**src/hw/rtl/nhte_queue.sv**
```systemverilog
// nhte_queue: two-deep job queue between the front and the back
// depends on nothing
`default_nettype none
module nhte_queue #(
    parameter int W = 8
) (
    input  wire logic         i_clk,
    input  wire logic         i_rst_n,
    input  wire logic         i_push,
    input  wire logic [W-1:0] i_data,
    input  wire logic         i_pop,
    output logic              o_valid,
    output logic [W-1:0]      o_data
);
    logic [W-1:0] r_slot [2];
    logic         r_wp;
    logic         r_rp;
    logic [1:0]   r_cnt;

    always_ff @(posedge i_clk) begin
        if (i_push) begin
            r_slot[r_wp] <= i_data;
        end
    end

    always_ff @(posedge i_clk) begin
        if (!i_rst_n) begin
            r_wp  <= 1'b0;
            r_rp  <= 1'b0;
            r_cnt <= 2'd0;
        end else begin
            if (i_push) begin
                r_wp <= ~r_wp;
            end
            if (i_pop) begin
                r_rp <= ~r_rp;
            end
            r_cnt <= r_cnt + {1'b0, i_push} - {1'b0, i_pop};
        end
    end

    assign o_valid = (r_cnt != 2'd0);
    assign o_data  = r_slot[r_rp];

endmodule
`default_nettype wire

```
**config.mk**
```make
export PLATFORM = sky130hd
export DESIGN_NAME = nhte_queue
export DESIGN_NICKNAME = d
export VERILOG_FILES = /design/src/hw/rtl/nhte_queue.sv
export SDC_FILE = /design/constraint.sdc
export NUM_CORES = 1
export LEC_CHECK = 0
export BUFFER_PORTS_ARGS = -buffer_cell sky130_fd_sc_hd__buf_2
export CORE_MARGIN = 2
export CORE_UTILIZATION = 45
export DETAILED_ROUTE_END_ITERATION = 7
export PLACE_DENSITY = 0.67
export SETUP_SLACK_MARGIN = 0.15
export SYNTH_ARGS = -nofsm -noshare
export SYNTH_HDL_FRONTEND = slang
export SYNTH_SLANG_ARGS = --single-unit
```
**constraint.sdc**
```tcl
create_clock -name i_clk -period 1.45 [get_ports i_clk]
set_input_delay 0 -clock i_clk [delete_from_list [all_inputs] [get_ports i_clk]]
set_output_delay 0 -clock i_clk [all_outputs]
set_load 0.03 [all_outputs]
```
# After elaboration in Yosys (flattened, before gate mapping)
# Memory sizes are Yosys's and may differ from the RTL's. A register that Yosys moved wholly into a read port is not among the register bits.
# Index checks and enable logic that the tools add are counted.
# W data, S select, Z words.
# word_totals
reg_bits	4
latch_bits	0
mem_bits_rw	16
rom_bits	0
inputBits	12
output_inout_bits	9
word_cells	13
memories	1
# op_classes
addsub	2
multipliers	0
n_div	0
magnitude_cmp	0
eq_ne	0
shift	0
n_mux	4
bitwise_logic	2
n_reduce_logical	1
# mem_list
name	words	width	read_ports	rd_clocked_by_memory_dff	write_ports	line	text
r_slot	2	8	1	1	1	15	logic [W-1:0] r_slot [2];
# op_table
operator	count
$mux W1	4
$add A2 B1 Y2	1
$not A1 Y1	2
$reduce_bool A2 Y1	1
$sub A2 B1 Y2	1

# Longest topological paths before layout
# Gate-level depths: netlist of run 1.
# depth
word_depth	3
depth_mapped	6

# Worst setup path before layout of run 1
# No wires, ideal clock.
# synth_path
path_kind	register to register
from	register r_cnt[0]
to	register r_cnt[1]
setup_ps	62
t_arrival_ps	1074
required_ps	1388
slack_ps	314
path_stages_with_launch	7
path_buffers	0
synth_period_minus_slack_ps	1136
path_cell_list	dfxtp_1 inv_1 ha_1 inv_1 ha_1 xnor3_1 nor2b_2
# synth_via
elab_chain_len	2
# synth_lines
item	line	text
from (decl)	18	logic [1:0] r_cnt;
from (signal assigned)	38	r_cnt <= r_cnt + {1'b0, i_push} - {1'b0, i_pop};
$add A2 B1 Y2	38	
$sub A2 B1 Y2	38	
# Every way passes these cells.
# A chain may end at the register's enable or synchronous reset.

==> results.toml, run 1 <==
[worst_setup_path]
worstSetupPathType = "reg -> out"
crit_chain = "mux2_2, buf_2"
cp_max_fo = 8
critPathBufInv = 1
cpPeakStageDelay_ns = 0.43
end_kind = "primary output"
cpLargestDelayFamily = "flip-flops"
worstPathArrival_ns = 1.24
worstPathRequired_ns = 1.45
critPathLaunchType = "flip-flop"
slowest_stage = "dfxtp_4"

[yosys]
avgSynthCellArea_sq_um = 17.77
synth_warnings = 0
synthesis.area_sq_um = 799.5
yosysUniqueCellTypes = 13
synth_edf_count = 16
ys_ff_latch = 21
ys_async_sr_fraction_pct = 0
synth_flop_cell = "edfxtp_1"
synth_top_area_cell = "edfxtp_1"
yosysSeqAreaShare_pct = 72.61
synthCells = 45
syn_nets = 59
synth.area.top_cells = "edfxtp_1 (60%), dfxtp_1 (13%), mux2_2 (11%), and2_1 (3.1%), ha_1 (3.1%)"
synth.top_cell.area_share_pct = 60.09

[min_path]
hold_class = "in -> reg"

[sta]
final-setup-viol-count = 0
setup_ws_ns = 0.2062
period_minus_slack_ns = 1.244
rsz0062_at_grt = "false"
max_clock_freq_ghz = 0.8040
fin_setup_tns_ns = 0
worst_pin_slew_ns = 0.3864
hold_viol_final = 0
fin_crit_sh_pct = 85.78
max-slew-margin-rel_pct = 74.24
finClkSkew_ns = 0.009383
whs_ns = 0.04482
final_max_slew_viol_count = 0

[routing]
wl_per_cell_microns = 13.04
num_vias = 469
drc = 0
vias_per_cell = 4.885
ant_nets = 0
drt_wl_total_microns = 1252
dr.pass1.iters = 2
first_iter_violations = 4

[die]
initial_core_util_pct = 47.33
core.rowCount = 15
io_pins = 21
die-area_sq_um = 2130
core_area_sq_um = 1689
fp.dieH_microns = 46.15
chipWidth_microns = 46.15

[clock_tree]
cts_buffers = 3
cts.reportedPaths.clkPinSlew_ns = 0.12
htree_levels = 1
clk_path_buf_depth = 2
clockRootBuffer = "clkbuf_4"
clock-sinks = 21
post-cts-setup-buffers = 0
clock_latency_ns = 0.30
cts_tree = "done"

[layout]
area_growth_pct = 31.61
layout.nets = 94
num_antenna_cells = 0
drive_gt1_share_pct = 46.84

[global_route]
grt_pass1_wl_microns = 1945
overflow = 0
grt_max_degree = 13
grt_usage_pct = 12.98
grt_pass1_vias = 455
antenna_found_initial = 0

[place]
dp_hpwl_microns = 848
pre_cts_slack_ns = 0.2670
routabilityCongestion = 0.6759
portBuffers = 20

[power]
p_leak_nw = 0.4326
power_density_nw_per_um2 = 1180
ir_worst_vdd_v = 0.0007004

[run]
cap_viol_max_count = 0

[status]
outcome = "finished clean"
## sequential cells by signal (all words and copies together), names as in the netlist, named ones only
signal and flops:
r_rp 1, r_cnt 2, r_slot 16, r_wp 1
## power breakdown
group          internal, mW  switching (mW)
combinational         0.125           0.126
sequential            0.693          0.0228
clock                 0.103           0.173
total                 0.920           0.322
## synth_stat cells (2+ instances only)
cell and number:
ha_1 2, edfxtp_1 16, dfxtp_1 5, and2_1 4, mux2_2 8, inv_1 2, nor2b_1 2
## layout by cell type (no fill, tap or decap), drive strengths merged
master,n
buf,22
edfxtp,16
dlygate4sd3,9
mux2,8
dfxtp,5
and2,4
clkbuf,3
nor2b,3
inv,2
ha,2
xor2,1
or2,1
o21a,1
xnor3,1
clkinv,1
## final cells by class
| cell class | instances | area [sq um] |
|---|---|---|
| multi-input cells | 21 | 206.4 |
| clock buffers | 3 | 22.52 |
| flip-flops and latches | 21 | 584.3 |
| fillers | 139 | 636.9 |
| well taps | 17 | 21.27 |
| inverters | 2 | 7.507 |
| clock inverters | 1 | 5.005 |
| repair buffers | 31 | 205.2 |
## through the flow
step | utilization [%] | total power, mW | area [sq um] | instances
finish | 62.30 | 1.242 | 1052 | 96
floorplan | - | 0.8947 | 799.5 | 45
global placement | 55.11 | 0.9576 | 930.9 | 83
global route | 62.30 | 1.300 | 1052 | 96
detailed placement | 55.11 | 0.9634 | 930.9 | 83
CTS | 62.30 | 1.250 | 1052 | 96
## path summary, 6_finish.rpt
| kind | startpoint | to | slack (ns) | depth (start not counted) |
|---|---|---|---|---|
| setup / recovery | flip-flop | o_data[5] | 0.21 | 2 |
| setup reg to reg | r_cnt[0] | r_cnt[1] | 0.24 | 6 |
| hold / removal | i_pop | r_rp | 0.04 | 3 |
| hold reg to reg | r_rp | r_rp | 0.60 | 2 |
## routing by layer
| metal | vias to the layer above | wire length, microns | track usage, % |
|---|---|---|---|
| met2 | 12 | 656 | 24.17 |
| met4 | 0 | 0 | 1.714 |
| met3 | 0 | 46 | 3.922 |
| met5 | - | 0 | 0 |
| li1 | 228 | - | - |
| met1 | 229 | 549 | 14.80 |
## what timing repair did
item,CTS,global route
resized for setup,2,0
hold buffers,9,0
hold endpoints to repair,21,0
endpoints found under the setup margin,8,0
## cell families (layout without fill, tap and decap cells)
| logic type | Yosys count | after routing | synth area share [%] |
|---|---|---|---|
| mux | 8 | 8 | 11.27 |
| buf+inv | 3 | 37 | 1.565 |
| flops | 21 | 21 | 72.61 |
| compound gates | 1 | 1 | 0.9393 |
| fa+ha+maj | 2 | 2 | 3.129 |
| simple gates | 8 | 8 | 6.573 |
| xor+xnor | 2 | 2 | 3.912 |
## worst reg2reg max path, cell delays in order, from the launching register on
cell and delay [ns]:
dfxtp_1 0.34, inv_1 0.04, ha_1 0.26, inv_1 0.05
ha_1 0.14, xnor3_1 0.22, nor2b_2 0.11
No activity file was read; power rests on OpenSTA's default activity.
==> run 2, diff against run 1 <==
==> constraint.sdc (replaced) <==
create_clock -name i_clk -period 1.45 [get_ports i_clk]
set_input_delay 0 -clock i_clk [delete_from_list [all_inputs] [get_ports i_clk]]
set_output_delay 0 -clock i_clk [all_outputs]
set_load 0.005 [all_outputs]
==> run 2 against run 1 <==
  * Count of clock-buffer cells in the layout did not move
  * Flip-flop and latch count stayed put
  * Sequential share of layout area shrank 0.11 points
  * Design area decreased by 0.24%
  * Wire length shrank 0.48%
  * Fmax up 0.59%
  * Clock skew increased by 0.0016 ns
  * Setup slack better by 0.0073 ns
  * Die area is the same
==> results.toml, run 2 (synthesis results as in run 1) <==
[layout]
largest_reg_flops = 16
layout_commonest_cell = "buf_2"
area_growth_pct = 31.30
layout.nets = 94
final_util_pct = 62.15
num-fill-cells = 139
final_cell_mix = "buf_2 (20), edfxtp_1 (16), dlygate4sd3_1 (9)"
instances_no_fill = 96
multi_input_area_sq_um = 206.4
reg_top3 = "r_slot (16), r_cnt (2)"
num_antenna_cells = 0
drive_gt1_share_pct = 46.84
largest_register = "r_slot"
area.sequential_sq_um = 581.8

[place]
dp_hpwl_microns = 848
portBuffers = 20
routabilityCongestion = 0.6759
pre_cts_slack_ns = 0.2670
numPlacedInstances = 83

[status]
outcome = "finished clean"

[sta]
max_clock_freq_ghz = 0.8087
whs_ns = 0.04487
worst_pin_slew_ns = 0.3864
setup_ws_ns = 0.2135
hold_viol_final = 0
period_minus_slack_ns = 1.236
rsz0062_at_grt = "false"
fin_setup_tns_ns = 0
finClkSkew_ns = 0.01103
final-setup-viol-count = 0
final_max_slew_viol_count = 0
max-slew-margin-rel_pct = 74.24
fin_crit_sh_pct = 85.27

[routing]
drc = 0
num_vias = 470
drt_wl_total_microns = 1246
ant_nets = 0
vias_per_cell = 4.896
dr.pass1.iters = 2
wl_per_cell_microns = 12.98
first_iter_violations = 4

[worst_setup_path]
worstPathArrival_ns = 1.24
critPathBufInv = 1
slowest_stage = "dfxtp_2"
cpPeakStageDelay_ns = 0.46
critPathLaunchType = "flip-flop"
worstPathRequired_ns = 1.45
cpLargestDelayFamily = "flip-flops"
worstSetupPathType = "reg -> out"
cp_max_fo = 8
end_kind = "primary output"
crit_chain = "mux2_2, buf_2"

[die]
chipWidth_microns = 46.15
initial_core_util_pct = 47.33
core.rowCount = 15
fp.dieH_microns = 46.15
io_pins = 21
die-area_sq_um = 2130
core_area_sq_um = 1689

[run]
cap_viol_max_count = 0

[global_route]
overflow = 0
grt_pass1_wl_microns = 1945
grt_pass1_vias = 455
grt_usage_pct = 12.98
grt_max_degree = 13
antenna_found_initial = 0

[min_path]
hold_class = "in -> reg"

[clock_tree]
cts_tree = "done"
htree_levels = 1
cts.reportedPaths.clkPinSlew_ns = 0.12
clock-sinks = 21
clock_latency_ns = 0.30
clockRootBuffer = "clkbuf_4"
post-cts-setup-buffers = 0
clk_path_buf_depth = 2
cts_buffers = 3

[power]
power_density_nw_per_um2 = 1122
p_leak_nw = 0.4323
ir_worst_vdd_v = 0.0006849
==> run 2: metrics by stage <==
| stage | power, mW | area, sq um |
|---|---|---|
| finish | 1.178 | 1050 |
| global route | 1.238 | 1050 |
| CTS | 1.188 | 1050 |
| detailed placement | 0.9012 | 930.9 |
| global placement | 0.8953 | 930.9 |
| floorplan | 0.8307 | 799.5 |
==> run 2: per-layer routing <==
layer	GRT usage, %	part of all wire (%)	vias up	routed length, microns
met4	1.714	0	0	0
met1	14.80	44	230	544
met5	0	0	-	0
li1	-	-	228	-
met2	24.17	53	12	655
met3	3.922	3.7	0	46
==> run 2: worst paths after layout <==
| path | startpoint | to | slack [ns] | cells past startpoint |
|---|---|---|---|---|
| max | flip-flop | o_data[5] | 0.21 | 2 |
| min reg2reg | r_rp | r_rp | 0.60 | 2 |
| max reg2reg | r_cnt[0] | r_cnt[1] | 0.24 | 6 |
| min | i_pop | r_rp | 0.04 | 3 |
==> run 2: cell type report <==
class,count,area share [%]
repair buffers,31,19.55
clock inverters,1,0.4768
clock buffers,3,2.145
multi-input cells,21,19.67
flip-flops and latches,21,55.42
inverters,2,0.7151
well taps,17,2.026
==> run 2: power by group <==
part | total (mW) | internal, mW | leakage, nW | switching, mW
clock network | 0.274 | 0.103 | 0.0177 | 0.171
logic | 0.188 | 0.123 | 0.223 | 0.0650
registers | 0.716 | 0.693 | 0.192 | 0.0228
total | 1.18 | 0.919 | 0.432 | 0.259
==> run 2: tightest hold or removal path: stages <==
cell	delay, ns
buf_2	0.10
xor2_1	0.06
and2_1	0.15
==> run 2: what timing repair did <==
item | in CTS | in global routing
resized for setup | 1 | 0
endpoints found under the setup margin | 8 | 0
hold endpoints to repair | 21 | 0
hold buffers | 9 | 0
