`src/hw/rtl/nhte_pkg.sv`:
```
// nhte_pkg: shared codes, hash seed and the character fold for the name hash table engine
// no dependencies
`default_nettype none
package nhte_pkg;

    localparam logic [31:0] HASH_SEED = 32'd5381;
    localparam logic [7:0]  LOWER_A   = 8'h61;
    localparam logic [7:0]  LOWER_Z   = 8'h7a;
    localparam logic [7:0]  CASE_DELTA = 8'h20;

    localparam logic [1:0] ACT_FIND   = 2'd0;
    localparam logic [1:0] ACT_ADD    = 2'd1;
    localparam logic [1:0] ACT_REMOVE = 2'd2;

    localparam logic [2:0] ST_FOUND     = 3'd0;
    localparam logic [2:0] ST_ADDED     = 3'd1;
    localparam logic [2:0] ST_REMOVED   = 3'd2;
    localparam logic [2:0] ST_NOT_FOUND = 3'd3;
    localparam logic [2:0] ST_FULL      = 3'd4;
    localparam logic [2:0] ST_TOO_LONG  = 3'd5;

    typedef struct packed {
        logic clearing;
        logic done;
    } t_ctl;

    function automatic logic [7:0] fold_char(input logic [7:0] c);
        logic [7:0] r;
        r = c;
        if (c >= LOWER_A && c <= LOWER_Z) begin
            r = c - CASE_DELTA;
        end
        return r;
    endfunction

endpackage
`default_nettype wire

```
`src/hw/rtl/nhte_front.sv`:
```
// nhte_front: takes name characters, folds and hashes them, buffers the name in two banks
// depends on nhte_pkg
`default_nettype none
module nhte_front #(
    parameter int NAME_CHARS = 64,
    parameter int LW = 7,
    parameter int CW = 6,
    parameter int JOB_W = 43
) (
    input  wire logic          i_clk,
    input  wire logic          i_rst_n,
    input  wire logic          i_s_tvalid,
    output logic               o_s_tready,
    input  wire logic [15:0]   i_s_tdata,
    input  wire logic          i_s_tlast,
    input  wire nhte_pkg::t_ctl i_ctl,
    output logic               o_push,
    output logic [JOB_W-1:0]   o_job,
    input  wire logic          i_rd_bank,
    input  wire logic [CW-1:0] i_rd_idx,
    output logic [7:0]         o_rd_data
);
    import nhte_pkg::*;

    logic [7:0]    r_name [2][NAME_CHARS];
    logic [31:0]   r_hash;
    logic [LW-1:0] r_len;
    logic          r_over;
    logic          r_wbank;
    logic [1:0]    r_inflight;

    logic          accept;
    logic          room;
    logic [1:0]    action;
    logic [7:0]    name_char;
    logic [31:0]   n_hash;
    logic [LW-1:0] n_len;
    logic          n_over;

    assign action     = i_s_tdata[1:0];
    assign name_char  = i_s_tdata[9:2];
    assign o_s_tready = (r_inflight != 2'd2) && !i_ctl.clearing;
    assign accept     = i_s_tvalid && o_s_tready;
    assign room       = r_len < LW'(NAME_CHARS);
    assign n_hash     = ((r_hash << 5) + r_hash) ^ {24'd0, fold_char(name_char)};
    assign n_len      = room ? r_len + LW'(1) : r_len;
    assign n_over     = r_over || !room;
    assign o_push     = accept && i_s_tlast;
    assign o_job      = {r_wbank, n_over, action, n_len, n_hash};

    always_ff @(posedge i_clk) begin
        if (accept && room) begin
            r_name[r_wbank][r_len[CW-1:0]] <= name_char;
        end
        o_rd_data <= r_name[i_rd_bank][i_rd_idx];
    end

    always_ff @(posedge i_clk) begin
        if (!i_rst_n) begin
            r_hash     <= HASH_SEED;
            r_len      <= '0;
            r_over     <= 1'b0;
            r_wbank    <= 1'b0;
            r_inflight <= 2'd0;
        end else begin
            if (accept) begin
                if (i_s_tlast) begin
                    r_hash  <= HASH_SEED;
                    r_len   <= '0;
                    r_over  <= 1'b0;
                    r_wbank <= ~r_wbank;
                end else begin
                    r_hash <= n_hash;
                    r_len  <= n_len;
                    r_over <= n_over;
                end
            end
            r_inflight <= r_inflight + {1'b0, o_push} - {1'b0, i_ctl.done};
        end
    end

endmodule
`default_nettype wire

```
`config.mk`:
```
export PLATFORM = sky130hd
export DESIGN_NAME = nhte_front
export DESIGN_NICKNAME = d
export VERILOG_FILES = /design/src/hw/rtl/nhte_pkg.sv /design/src/hw/rtl/nhte_front.sv
export SDC_FILE = /design/constraint.sdc
export NUM_CORES = 1
export LEC_CHECK = 0
export ABC_AREA = 1
export BUFFER_PORTS_ARGS = -buffer_cell sky130_fd_sc_hd__buf_2
export CAP_MARGIN = 20
export CORE_ASPECT_RATIO = 0.9
export CORE_MARGIN = 3
export CORE_UTILIZATION = 35
export DETAILED_ROUTE_END_ITERATION = 6
export GPL_TIMING_DRIVEN = 0
export PLACE_DENSITY_LB_ADDON = 0.05
export RECOVER_POWER = 50
export SLEW_MARGIN = 10
export SYNTH_ARGS = -nofsm -noshare
export SYNTH_HDL_FRONTEND = slang
export SYNTH_SLANG_ARGS = --single-unit
```
`constraint.sdc`:
```
create_clock -name i_clk -period 5.2 [get_ports i_clk]
set_clock_uncertainty 0.2 [all_clocks]
set_input_delay 1.04 -clock i_clk [delete_from_list [all_inputs] [get_ports i_clk]]
set_output_delay 1.04 -clock i_clk [all_outputs]
set_load 0.05 [all_outputs]
```
== After elaboration in Yosys (flattened, before gate mapping) ==
Memory sizes are Yosys's and may differ from the RTL's.
Index checks and enable logic that the tools add are counted.

* Reductions and logical operators: 10
* Bitwise operators: 4
* $add $sub $neg: 5
* Equality and inequality tests: 1
* $lt $le $gt $ge: 6
* Muxes and demuxes: 12

{| class="wikitable"
|+ Operator list
! operator !! number
|-
| 512-bit two-way mux || 1
|-
| 8-bit binary-select mux with 6-bit select || 1
|-
| 8-bit demux with 6-bit select || 1
|-
| 32-bit adder || 1
|-
| 32-bit two-way mux || 1
|-
| 8-bit two-way mux || 4
|-
| 32-bit by 8-bit XOR with 32-bit output || 1
|-
| 7-bit >= comparator, second input constant || 2
|-
| 7-bit two-way mux || 2
|-
| 6-bit inverter with 7-bit output || 2
|-
| 8-bit by 7-bit >= comparator with 1-bit output, second input constant || 1
|-
| 8-bit by 7-bit less-or-equal comparator with 1-bit output, second input constant || 1
|-
| 8-bit by 6-bit subtractor with 8-bit output, second input constant || 1
|-
| 7-bit by 1-bit adder with 7-bit output, second input constant || 1
|-
| 7-bit by 1-bit < comparator with 1-bit output, second input constant || 1
|-
| 7-bit < comparator, second input constant || 1
|-
| 1-bit logical AND || 6
|-
| 2-bit by 1-bit adder with 2-bit output || 1
|-
| 1-bit logical NOT || 2
|-
| 1-bit two-way mux || 2
|-
| 2-bit inequality test, second input constant || 1
|-
| 2-bit AND reduction || 1
|-
| 2-bit by 1-bit subtractor with 2-bit output || 1
|-
| 1-bit logical OR || 1
|-
| 1-bit inverter || 1
|}

* Flip-flop bits (word level): 51
* Input port bits: 29
* Word-level logic and storage cells: 45
* Bits in writable memories: 1,024
* Memories kept: 1
* Output and inout port bits: 53

{| class="wikitable"
|+ Memories
! name !! words !! width !! read ports !! clocked after memory_dff !! wr ports !! line !! RTL
|-
| r_name || 2 || 512 || 1 || 0 || 1 || nhte_front.sv:25 || <nowiki>logic [7:0] r_name [2][NAME_CHARS];</nowiki>
|}

== Longest topological paths before layout ==
* Depth in word-level cells: 6
* Depth in mapped cells: 14
* Mapped depth without buffers: 12

== Least setup slack after synthesis ==
OpenSTA, ideal clock, no wires.

* Kind: input to output
* Start point: input i_s_tdata[4]
* End point: output o_job[7]
* Path slack: 1.606 ns
* Stages: 4
* Required time: 3.960 ns
* Arrival: 2.354 ns
* Path buffers: 0
* Cell sequence: or2_2 -> nand2_1 -> nand4_1 -> xnor2_1

* Cells in the longest elaborated chain, start to end: 4
* Elaborated cells on any way between the ends: 6
* Those cells by class: add/sub: 1; order compare: 2; mux: 1; bitwise: 1; reduce/logical: 1

{| class="wikitable"
|+ RTL lines
! item !! line !! RTL
|-
| start, declared || nhte_front.sv:14 || <nowiki>input wire logic [15:0] i_s_tdata,</nowiki>
|-
| 8-bit by 7-bit >= comparator with 1-bit output / 8-bit by 7-bit less-or-equal comparator with 1-bit output (equally long branches) || nhte_pkg.sv:30 || <nowiki>if (c >= LOWER_A && c <= LOWER_Z) begin</nowiki>
|-
| 1-bit logical AND || nhte_pkg.sv:30 ||
|-
| 8-bit two-way mux (*) || nhte_pkg.sv:30 ||
|-
| 32-bit by 8-bit XOR with 32-bit output (*) || nhte_front.sv:45 || <nowiki>assign n_hash = ((r_hash << 5) + r_hash) ^ {24'd0, fold_char(name_char)};</nowiki>
|-
| end, declared || nhte_front.sv:18 || <nowiki>output logic [JOB_W-1:0] o_job,</nowiki>
|}

Every way passes the cells marked *; elsewhere a longest branch is shown, timed or not.

== Worst setup path in the final report ==
* Start point: input i_s_tdata[2]
* End point: memory r_name[0][464] (netlist name), data pin

{| class="wikitable"
|+ RTL lines
! item !! line
|-
| end, declared || nhte_front.sv:25
|}

Straight into the memory's write port.

==> results.md <==
- Clock share of power: 42.3%
- Hold WC Path Type: reg -> reg
- Post-synthesis average cell area: approximately 11 um2
- Vertical die dimension: around 350 um
- Combinational cell fraction of total power: under 10%
- Worst Tran Pin Value: about 3600 ps
- Maximum ir drop on the vdd rail: between 200 and 250 uV
- Logic depth of the worst register-to-register path: 7
- TritonCTS clock tree: done
- Post-synth top area share: about 66%
- Start point of the worst min-delay path: r_over$_SDFFE_PN0P_
- Maximum achievable frequency: about 220 MHz
- Number of flops mapped to enable cells by yosys: approximately 1,000
- Hold violation total from the final report: 0
- First-pass GRT wire length: about 240,000 um
- FF-to-FF Start: r_inflight[1]$_SDFF_PN0_
- Number of nets still failing antenna checks after routing: 0
- Synthesized-area fraction occupied by ao, oa, aoi and oai cells: 0.766%
- Switching Power: 4.84 mW
- Summed area of non-filler cells in the final layout: around 53,000 um2
- Synth Flop Type: edfxtp_1
- CP Cell Sequence: buf_6 > clkbuf_1
- Number of warnings reported in the yosys synthesis log: 0
- Largest net degree at the start of global routing: 98
- Standard-cell row count: about 130
- Gp weighted congestion: between 0.9 and 1
- Worst Path Buf+Inv: 2
- Via count: between 30,000 and 40,000
- Maximum count of clock buffers along a single path: 3
- Simple-gate share of the synthesized area: between 20% and 30%
- Fin. max-slew vios: a little over 80
- Dpl ws: approximately 840 ps
- Hold Path Sink: r_over$_SDFFE_PN0P_
- Seq cells post-synth: about 1,100
- Total die area: approximately 140,000 um2
- Cell type group with the largest total delay on the critical path: buffers and inverters
- DR iter-0 viols: 3,106
- Number of global-route vias before repair: roughly 31,000
- Switching fraction of total power: 25.1%
- Shortest period the worst path allows: approximately 4500 ps
- Peak per-stage delay on the critical path: about 2600 ps
- Proportion of layout cells with a drive suffix above 1: between 10% and 20%
- Violated checks: capacitance limit, slew limit
- Power density cells: 363 nW/um2
- Async SR Flop Fraction: 0%
- Post-place instance area: around 50,000 um2
- Cell type of the slowest stage on the worst timing path: clkbuf_1
- Syn-to-layout area delta: 14.9%
- Most numerous cell types in the synthesized netlist: nand2_1, edfxtp_1, nand3_1, nor2_1, inv_1
- Portion of netlist area occupied by mux cells: 0%
- Initial antenna violation count: 10
- Number of sinks on the clock net: roughly 1,100
- Fin nets: ~4,600
- Number of failing setup endpoints in the final timing report: 0
- H-tree Lvls: 3
- Area inside the core boundary: ~130,000 um2
- Result of the run: complete, but fails checks
- Register-to-register path setup slack: a little over 800 ps
- Number of iterations in the first detailed-routing pass: 5
- WL/cell: approximately 27 um
- Buffers added on ports: approximately 70
- Total Routed Length: between 150,000 and 200,000 um
- Clock-pin slew on the worst setup and hold paths: around 60 ps
- Number of nets in the synthesized netlist: between 4,000 and 5,000
- Area of the mapped netlist: around 46,000 um2
- Inserted Clock Buffers: between 100 and 150
- Internal Dissipation: around 14 mW
- Fraction of the mapped netlist area in adder cells: less than 1%
- Final Worst Setup Slack: about 730 ps
- LEAKAGE: ~20 nW
- Root Buffer: clkbuf_16
- Dpl cells: around 6,100
- Effective utilization at floorplan: between 30% and 40%
- Boundary pin count: 82
- Post-CTS Setup Bufs: 0
- Portion of the post-synthesis area used by sequential elements: between 60 and 70%
- Remaining Overflow, GRT: 0
- Data required time of the critical path: ~5000 ps
- Sequential share of power: 49.2%
- Non-filler cells in the finished layout: roughly 6,300
- Total of hold buffers inserted after clock tree synthesis: 0
- Slew headroom: -140%
- XOR/XNOR share of the synthesized area: less than 1%
- Most common cell in the synthesized netlist: nand2_1
- Die Span X: 390 um
- Detail-routed via count per cell: between 5 and 6
- Data arrival time of the critical path: between 4000 and 5000 ps
- Worst Path Class, Setup: in -> reg
- Count of distinct cell types in the synthesized netlist: 35
- Worst skew pair latency: 750 ps
- Unrepaired setup endpoints after global routing: false
- Dominant combinational cell family by area after synthesis: simple AND/OR/NAND/NOR gates
- Min-Delay Path Depth: 2
- Detailed Place HPWL: around 120,000 um
- Power after layout: 19.3 mW
- Largest fanout of any net on the critical path: 70
- Reported max-cap violation count: 3
- Tcrit/Tclk final: 86.0%
- Biggest area consumer among synthesized cells: edfxtp_1
- Number of cells upsized or downsized after cts: 0
- Biggest area contributors in the synthesized netlist: edfxtp_1, nand2_1, nand3_1
- CP Capture Type: register
- DRC viols: 0
- Overall Global Routing Usage: 25.1%
- Synth Instances: ~4,300
- Reg-to-reg endpoint: r_name[1][29]$_DFFE_PP_
- Startpoint class of the critical path: primary input
-- layout by cell type, fill, tap and decap left out, types with 8 or more instances in the layout --
master / count
nand2_1: 1491
edfxtp_1: 1024
nand3_1: 969
buf_2: 173
nor2_1: 149
inv_1: 136
clkbuf_16: 121
buf_6: 89
clkbuf_1: 84
dfxtp_1: 51
a21oi_1: 50
ha_1: 30
clkinv_1: 28
nor3_2: 26
buf_4: 19
clkinv_2: 18
xor2_1: 17
and2_1: 13
buf_1: 12
nor3_1: 11
xnor2_1: 9
o21ai_0: 9
clkbuf_2: 9
buf_16: 8
-- state kept, by name, summed over array words and instances (netlist names) --
register	flops
o_rd_data	8
r_wbank	1
r_over	1
r_inflight	2
r_hash	32
r_len	7
r_name	1024
-- stage by stage --
stage,utilization (%),hold WS [ps],setup TNS [ps]
finish,40.6,261,0
global route,40.6,297,0
CTS,40.6,256,0
detailed placement,37.8,247,0
global placement,37.2,243,-3920
floorplan,-,231,0
-- cells by family after synthesis --
group,Yosys count
AOI/OAI and AO/OA,66
buffers and inverters,397
xor gates and xnor gates,26
DFF,1075
and+or+nand+nor,2680
adders and majority gates,31
-- how the worst max path moves through the flow --
stage,startpoint,to,slack [ps],cells past startpoint
finish,i_s_tdata[2],r_name[0][464]$_DFFE_PP_,730,2
global route,i_s_tdata[7],o_job[7],590,7
CTS,r_hash[0]$_SDFFE_PN1P_,o_job[21],770,10
detailed placement,i_s_tdata[8],o_job[6],840,10
global placement,i_s_tdata[6],o_job[5],-960,8
floorplan,i_s_tdata[4],o_job[7],1610,4
-- power groups by stage --
stage	registers, mW	clock network, mW	logic (mW)
2_1_floorplan	9.72	0	0.808
3_3_place_gp	9.72	0	1.62
4_1_cts	9.51	8.32	1.66
6_report	9.51	8.17	1.65
5_1_grt	9.51	8.65	1.75
3_5_place_dp	9.69	0	1.65
-- area by class of cell --
| type | count | area (um2) |
|---|---|---|
| Fill cell | 12900 | 78000 |
| Sequential cell | 1075 | 31800 |
| Multi-Input combinational cell | 2803 | 12500 |
| Clock buffer | 156 | 3180 |
| Tap cell | 1728 | 2160 |
| Buffer | 253 | 1650 |
| Timing Repair Buffer | 114 | 951 |
| Inverter | 144 | 548 |
| Clock inverter | 61 | 487 |
| Antenna cell | 4 | 10.0 |
-- per-layer routing --
layer | up-vias | track usage [%] | wire length, um
li1 | 15300 | - | -
met3 | 243 | 3.66 | 9960
met1 | 16200 | 35.5 | 77900
met2 | 980 | 39.8 | 78700
met4 | 0 | 8.54 | 6420
met5 | - | 0 | 0
Note: power is estimated with default switching activity, not from simulation.
